===== src/rtl/rrtt_pkg.sv =====
package rrtt_pkg;

  // default sizing
  localparam int SLOTS_DEF      = 128;
  localparam int VALUE_BITS_DEF = 64;

  // slot table row geometry: each memory row carries this many slot states
  localparam int ROW_LANES = 32;
  localparam int LANE_BITS = 5;

  typedef enum logic [1:0] {
    FN_TICK   = 2'd0,
    FN_CREATE = 2'd1,
    FN_EXIT   = 2'd2,
    FN_JOIN   = 2'd3
  } func_t;

  typedef enum logic [1:0] {
    ST_UNUSED  = 2'd0,
    ST_READY   = 2'd1,
    ST_RUNNING = 2'd2,
    ST_EXITED  = 2'd3
  } slot_st_t;

  typedef enum logic [1:0] {
    RES_OK   = 2'd0,
    RES_ERR  = 2'd1,
    RES_WAIT = 2'd2
  } res_t;

  typedef enum logic [4:0] {
    OP_NONE,
    OP_CLR,
    OP_LOAD,
    OP_SCAN_INIT_S,
    OP_SCAN_INIT_C,
    OP_SCAN_STEP,
    OP_RD_RUN,
    OP_RD_TGT,
    OP_RD_ZERO,
    OP_RD_PICK,
    OP_RD_EXV,
    OP_WR_RUN_EXIT,
    OP_WR_RUN_RUNNING,
    OP_WR_LEAVE,
    OP_WR_PICK,
    OP_WR_CREATE,
    OP_DONE
  } dp_op_t;

  typedef struct packed {
    dp_op_t op;
    res_t   res;
    logic   take_jval;
  } cmd_t;

  typedef struct packed {
    logic     clr_last;
    func_t    func;
    logic     active_le1;
    logic     active_over;
    logic     tgt_bad;
    logic     found;
    logic     scan_end;
    slot_st_t code_zero;
    slot_st_t code_tgt;
    logic     out_free;
  } sts_t;

endpackage


===== src/rtl/rrtt_ctrl.sv =====
module rrtt_ctrl import rrtt_pkg::*; (
  input  logic clk,
  input  logic rst_n,
  input  logic in_valid,
  output logic in_stall,
  input  sts_t sts_i,
  output cmd_t cmd_o
);

  typedef enum logic [3:0] {
    S_CLEAR,
    S_IDLE,
    S_DISP,
    S_C_SCAN,
    S_C_WAIT,
    S_X_WAIT,
    S_J_WAIT,
    S_J_VAL,
    S_SCHED,
    S_L_WAIT,
    S_L_RUN,
    S_S_SCAN,
    S_S_LEAVE,
    S_S_PICK,
    S_S_WAIT,
    S_FIN
  } state_t;

  state_t state_r, state_nxt;
  res_t   res_r, res_nxt;
  logic   jv_r, jv_nxt;
  dp_op_t op;

  // take a beat only when idle
  assign in_stall = (state_r != S_IDLE);

  assign cmd_o.op        = op;
  assign cmd_o.res       = res_r;
  assign cmd_o.take_jval = jv_r;

  // sequence each event through the datapath
  always_comb begin
    state_nxt = state_r;
    res_nxt   = res_r;
    jv_nxt    = jv_r;
    op        = OP_NONE;
    unique case (state_r)
      S_CLEAR: begin
        op = OP_CLR;
        if (sts_i.clr_last) state_nxt = S_IDLE;
      end
      S_IDLE: begin
        if (in_valid) begin
          op        = OP_LOAD;
          res_nxt   = RES_OK;
          jv_nxt    = 1'b0;
          state_nxt = S_DISP;
        end
      end
      S_DISP: begin
        unique case (sts_i.func)
          FN_TICK: state_nxt = S_SCHED;
          FN_CREATE: begin
            if (sts_i.active_over) begin
              res_nxt   = RES_ERR;
              state_nxt = S_FIN;
            end else begin
              op        = OP_SCAN_INIT_C;
              state_nxt = S_C_SCAN;
            end
          end
          FN_EXIT: begin
            op        = OP_RD_RUN;
            state_nxt = S_X_WAIT;
          end
          FN_JOIN: begin
            if (sts_i.tgt_bad) begin
              res_nxt   = RES_ERR;
              state_nxt = S_FIN;
            end else begin
              op        = OP_RD_TGT;
              state_nxt = S_J_WAIT;
            end
          end
          default: state_nxt = S_FIN;
        endcase
      end
      S_C_SCAN: begin
        if (sts_i.found) begin
          op        = OP_RD_PICK;
          state_nxt = S_C_WAIT;
        end else if (sts_i.scan_end) begin
          res_nxt   = RES_ERR;
          state_nxt = S_FIN;
        end else begin
          op = OP_SCAN_STEP;
        end
      end
      S_C_WAIT: begin
        op        = OP_WR_CREATE;
        state_nxt = S_FIN;
      end
      S_X_WAIT: begin
        op        = OP_WR_RUN_EXIT;
        state_nxt = S_SCHED;
      end
      S_J_WAIT: begin
        if (sts_i.code_tgt == ST_UNUSED) begin
          res_nxt   = RES_ERR;
          state_nxt = S_FIN;
        end else if (sts_i.code_tgt == ST_EXITED) begin
          op        = OP_RD_EXV;
          state_nxt = S_J_VAL;
        end else begin
          res_nxt   = RES_WAIT;
          state_nxt = S_SCHED;
        end
      end
      S_J_VAL: begin
        jv_nxt    = 1'b1;
        state_nxt = S_FIN;
      end
      S_SCHED: begin
        if (sts_i.active_le1) begin
          op        = OP_RD_ZERO;
          state_nxt = S_L_WAIT;
        end else begin
          op        = OP_SCAN_INIT_S;
          state_nxt = S_S_SCAN;
        end
      end
      S_L_WAIT: begin
        if (sts_i.code_zero == ST_EXITED) begin
          op        = OP_RD_RUN;
          state_nxt = S_L_RUN;
        end else begin
          state_nxt = S_FIN;
        end
      end
      S_L_RUN: begin
        op        = OP_WR_RUN_RUNNING;
        state_nxt = S_FIN;
      end
      S_S_SCAN: begin
        if (sts_i.found) begin
          op        = OP_RD_RUN;
          state_nxt = S_S_LEAVE;
        end else if (sts_i.scan_end) begin
          state_nxt = S_FIN;
        end else begin
          op = OP_SCAN_STEP;
        end
      end
      S_S_LEAVE: begin
        op        = OP_WR_LEAVE;
        state_nxt = S_S_PICK;
      end
      S_S_PICK: begin
        op        = OP_RD_PICK;
        state_nxt = S_S_WAIT;
      end
      S_S_WAIT: begin
        op        = OP_WR_PICK;
        state_nxt = S_FIN;
      end
      S_FIN: begin
        if (sts_i.out_free) begin
          op        = OP_DONE;
          state_nxt = S_IDLE;
        end
      end
      default: state_nxt = S_IDLE;
    endcase
  end

  // hold state and result code
  always_ff @(posedge clk) begin
    if (!rst_n) begin
      state_r <= S_CLEAR;
      res_r   <= RES_OK;
      jv_r    <= 1'b0;
    end else begin
      state_r <= state_nxt;
      res_r   <= res_nxt;
      jv_r    <= jv_nxt;
    end
  end

  a_done_free: assert property (@(posedge clk) disable iff (!rst_n)
    (cmd_o.op == OP_DONE) |-> sts_i.out_free)
    else $error("result written while output register is occupied");

  a_leave_after_find: assert property (@(posedge clk) disable iff (!rst_n)
    (state_r == S_S_SCAN && sts_i.found) |=> (cmd_o.op == OP_WR_LEAVE))
    else $error("switch did not release the previous slot");

  a_create_room: assert property (@(posedge clk) disable iff (!rst_n)
    (cmd_o.op == OP_WR_CREATE) |-> !sts_i.active_over)
    else $error("create committed with table over capacity");

endmodule


===== config.mk =====
export PLATFORM = sky130hd
export DESIGN_NAME = rrtt_ctrl
export DESIGN_NICKNAME = d
export VERILOG_FILES = /design/src/rtl/rrtt_pkg.sv /design/src/rtl/rrtt_ctrl.sv
export SDC_FILE = /design/constraint.sdc
export NUM_CORES = 1
export LEC_CHECK = 0
export ABC_AREA = 0
export BUFFER_PORTS_ARGS = -buffer_cell sky130_fd_sc_hd__buf_2
export CELL_PAD_IN_SITES_DETAIL_PLACEMENT = 1
export CELL_PAD_IN_SITES_GLOBAL_PLACEMENT = 1
export CORE_ASPECT_RATIO = 0.7
export CORE_MARGIN = 2
export CORE_UTILIZATION = 39
export DETAILED_ROUTE_END_ITERATION = 8
export PLACE_DENSITY_LB_ADDON = 0.2
export SETUP_SLACK_MARGIN = 0.02
export SLEW_MARGIN = 40
export SYNTH_ARGS = -nofsm -noshare
export SYNTH_HDL_FRONTEND = slang
export SYNTH_SLANG_ARGS = --single-unit

===== constraint.sdc =====
create_clock -name clk -period 3.3 [get_ports clk]
set_input_delay 0.66 -clock clk [delete_from_list [all_inputs] [get_ports clk]]
set_output_delay 0.66 -clock clk [all_outputs]
set_load 0.02 [all_outputs]

### Word level (Yosys, flattened, before mapping)

Cells that the tools add are included.
Widths: inputs -> output; s select.

| word-level totals | value |
|---|---|
| register bits after elaboration | 7 |
| latch bits | 0 |
| bits in writable memories | 0 |
| bits in read-only memories | 0 |
| bits of input ports | 16 |
| output and inout bits | 9 |
| word-level logic and storage cells | 80 |
| memories kept | 0 |

| operators by class | value |
|---|---|
| $add $sub $neg | 0 |
| multipliers | 0 |
| divide/modulo/power cells | 0 |
| order comparisons | 0 |
| equal/unequal tests | 30 |
| shift-type cells | 0 |
| mux-type cells | 38 |
| bitwise operators | 0 |
| reductions and logical operators | 9 |

Operators with widths:

| cell | count |
|---|---|
| $pmux 5 s15 | 1 |
| $mux 4 | 14 |
| $pmux 4 s13 | 1 |
| $eq 4x4->1 const B | 8 |
| $mux 2 | 9 |
| $eq 4x3->1 const B | 4 |
| $pmux 4 s4 | 1 |
| $mux 3 | 5 |
| $mux 5 | 2 |
| $ne 2x2->1 const B | 5 |
| $ne 3x3->1 const B | 3 |
| $pmux 3 s3 | 1 |
| $eq 2x2->1 const B | 4 |
| $eq 4x2->1 const B | 2 |
| $pmux 2 s4 | 1 |
| $reduce_and 8->1 | 1 |
| $eq 4x1->1 const B | 1 |
| $logic_not 2->1 | 2 |
| $logic_not 4->1 | 1 |
| $ne 4x1->1 const B | 1 |
| $pmux 2 s2 | 1 |
| $reduce_bool 4->1 | 1 |
| $reduce_or 4->1 | 1 |
| $ne 3x2->1 const B | 1 |
| other kinds (6) | 6 |

### Logic depth before layout (Yosys ltp)

| logic depth | value |
|---|---|
| word-level depth | 4 |
| depth in mapped cells | 6 |
| mapped depth without buffers | 6 |

### Worst setup path before layout

No wires, ideal clock.

| timing path | value |
|---|---|
| path kind | input to output |
| start point | in sts_i[11] in the netlist's numbering |
| end point | out cmd_o[5] in the netlist's numbering |
| arrival | 1.639 ns |
| required time | 2.640 ns |
| slack | 1.001 ns |
| stages on the path | 4 |
| buffers on the path | 0 |
| cell sequence | or3b_2 > a21oi_1 > o2bb2ai_1 > a311o_1 |

RTL lines:

| element | line | RTL |
|---|---|---|
| from (decl) | rrtt_ctrl.sv:6 | `input sts_t sts_i,` |
| to (decl) | rrtt_ctrl.sv:7 | `output cmd_t cmd_o` |

==> qor.csv <==
stage,metric,value,unit
worst_hold_path,worst hold-check path type,reg2reg,
detailed_routing,metal2 WL,1.44,mm
pwr,Pwr Density,807,nW/um^2
synth,Yosys top cell area share,15.1,%
final_layout,"leading cell types in the layout, fill and taps excluded","24 x buf_2, 13 x nand2_1, 10 x a21oi_1",
detailed_routing,routed length on met3,159,um
synth,"FF+latch count, synth",7,
timing,worst rel slew slack,48.3,%
synth,"Seq/Total Area, Yosys",15.1,%
timing,Final Skew,0.00350,ns
placed_design,gpl congestion,0.871,
synth,Synth area leaders,"dfxtp_1 15%, a21oi_1 5.4%, nand2_1 5.2%",
synth,ys async rst share,0,%
global_route,gr ovfl total,0,
timing,min Tclk post-route,2.61,ns
synth,largest area contributor in the netlist,dfxtp_1,
timing,Setup Viol. Count Final,0,
run,maxcap violations,0,
critical_path,Worst Setup SP,state_r[3],
critical_path,crit path DAT,1.95,ns
cts,Clock Pin Slew Worst Setup and Hold Paths,0.06,ns
timing,Final Max Slew Viols,0,
cts,Resized cells post-CTS,0,
outcome,status,"complete, no violations",
critical_path,Critical Path End Type,output port,
cts,Bufs on Longest Clock Path,2,
detailed_routing,post-DR vias/cell,6.04,
cts,depth of the CTS H-tree,1,
global_route,GRT Total Usage,24.2,%
synth,post-synthesis instance area,930,um^2
floorplanning,Initial Utilization,42.1,%
cts,root buf cell,clkbuf_4,
synth,Synthesized Nets,148,
floorplanning,# rows,14,
synth,Post-synth EDFFs,0,
detailed_routing,1st-pass router iterations,4,
floorplanning,die span in y,44.9,um
pwr,VDD IR max,0.268,mV
timing,setup TNS,0,ns
synth,Syn Inst Count,129,
detailed_routing,Via Count,1093,
final_layout,n_diodes,0,
timing,actual slew at the worst max-slew pin,0.774,ns
detailed_routing,routed len/inst,17.2,um
floorplanning,die span in x,62.4,um
timing,hold slack final,0.483,ns
synth,Cell variety after synth,47,
critical_path,Crit Path Max Fanout,23,
global_route,initial antenna violation count,0,
critical_path,required time worst endpoint,2.64,ns
cts,TritonCTS clock tree,built,
timing,RSZ-0062 raised after global routing,false,
detailed_routing,Antenna Violating Nets Remaining,0,
synth,"Primary FF master, synth",dfxtp_1,
pwr,Pleak,0.442,nW
final_layout,layout cells sized above 1,22.1,%
floorplanning,core area,2210,um^2
timing,fin crit share,79.1,%
global_route,largest net degree at the start of global routing,24,
floorplanning,io pins,25,
detailed_routing,max layer used,met4,
cts,Worst-Skew Late Latency,0.26,ns
critical_path,crit start category,register,
global_route,vias in the first global route,1061,
final_layout,final net count,169,
final_layout,Layout area overhead,14.9,%
synth,"Avg Cell Area, Syn",7.21,um^2
cts,CTS Buf Count,3,
final_layout,"commonest non-fill, non-tap cell in the layout",buf_2,
worst_hold_path,min-delay src,res_r[1],
global_route,first-pass GRT wire length,5.28,mm
critical_path,RR Startpoint,state_r[2],
timing,Peak Freq,0.383,GHz
synth,YS warnings,0,
detailed_routing,M1 WL,1.51,mm
cts,cts hold-fix bufs,0,
detailed_routing,Routed WL,3.12,mm
critical_path,Crit Path Class,reg2out,
detailed_routing,DRT iter0 DRCs,32,
cts,Post-CTS Repair Setup Buffers,0,
placed_design,IO Port Bufs,24,
timing,final hold vios,0,
floorplanning,Die Area,2800,um^2
placed_design,Detailed Place HPWL,2.34,mm
detailed_routing,Remaining DRCs,0,
cts,CTS Sinks,7,
[where the power goes]
part	leakage, nW	total [mW]	internal (mW)	switching [mW]
Combinational	0.370	0.578	0.228	0.349
Clock	0.0150	0.0808	0.0463	0.0344
Sequential	0.0572	0.204	0.108	0.0966
Total	0.442	0.863	0.383	0.480
[cells in the mapped netlist (2+ instances only)]
cell	n
nor4_1	2
a311o_1	2
a21o_1	2
ha_1	3
o221ai_1	2
dfxtp_1	7
nand3_1	3
o21ai_0	7
a211oi_1	3
buf_2	8
a21boi_0	2
inv_1	5
nor2b_1	6
nor2_1	7
nand2b_1	4
nor3b_1	3
o22ai_1	2
buf_6	2
o211ai_1	3
nand3b_1	2
and3_1	2
o2111ai_1	2
o21a_1	3
a21oi_1	10
nand2_1	13
and4bb_1	2
o32ai_1	2
[critical path, stage by stage (launching register included)]
cell	delay, ns
dfxtp_1	0.82
mux2_2	0.42
a21oi_1	0.14
o221ai_1	0.12
buf_2	0.19
[sequential cells by signal, summed over array words and instances (netlist names)]
| signal | cells |
|---|---|
| res_r | 2 |
| jv_r | 1 |
| state_r | 4 |
[path summary, 6_finish.rpt]
check                                end  slack (ns)  cells after the start
worst max-delay path            cmd_o[4]        0.69                      4
worst min-delay path            res_r[1]        0.48                      2
worst max register to register  res_r[0]        1.35                      5
worst min register to register  res_r[1]        0.48                      2
[area by class of cell]
| type | instances | area (um^2) |
|---|---|---|
| sequential | 7 | 140 |
| clock buffer | 4 | 26.3 |
| tap | 32 | 40.0 |
| fill | 307 | 1140 |
| inverter | 5 | 18.8 |
| multi-input combinational | 106 | 701 |
| timing repair buffer | 27 | 143 |
[per-layer routing]
metal | global-route usage (%) | vias up
li1 | - | 526
met1 | 30.5 | 531
met2 | 46.1 | 34
met3 | 4.24 | 2
met4 | 2.67 | 0
met5 | 0 | -
[per-stage QoR]
step           power, mW  instance area [um^2]  util [%]  setup slack (ns)  cells
6_report           0.863                  1070      48.4             0.690    181
5_1_grt            0.929                  1070      48.4             0.533    181
4_1_cts            0.857                  1070      48.4             0.723    181
3_3_place_gp       0.756                  1040      47.2             0.808    177
2_1_floorplan      0.619                   930         -              1.00    129
3_5_place_dp       0.775                  1040      47.2             0.788    177
[cell families after synthesis]
logic type | after synthesis | synth area share (%)
simple gates | 53 | 33.1
mux | 2 | 2.29
compound gates | 48 | 35.9
buf+inv | 16 | 9.56
flops | 7 | 15.1
fa+ha+maj | 3 | 4.04
Power figures use the tool's default switching activity.
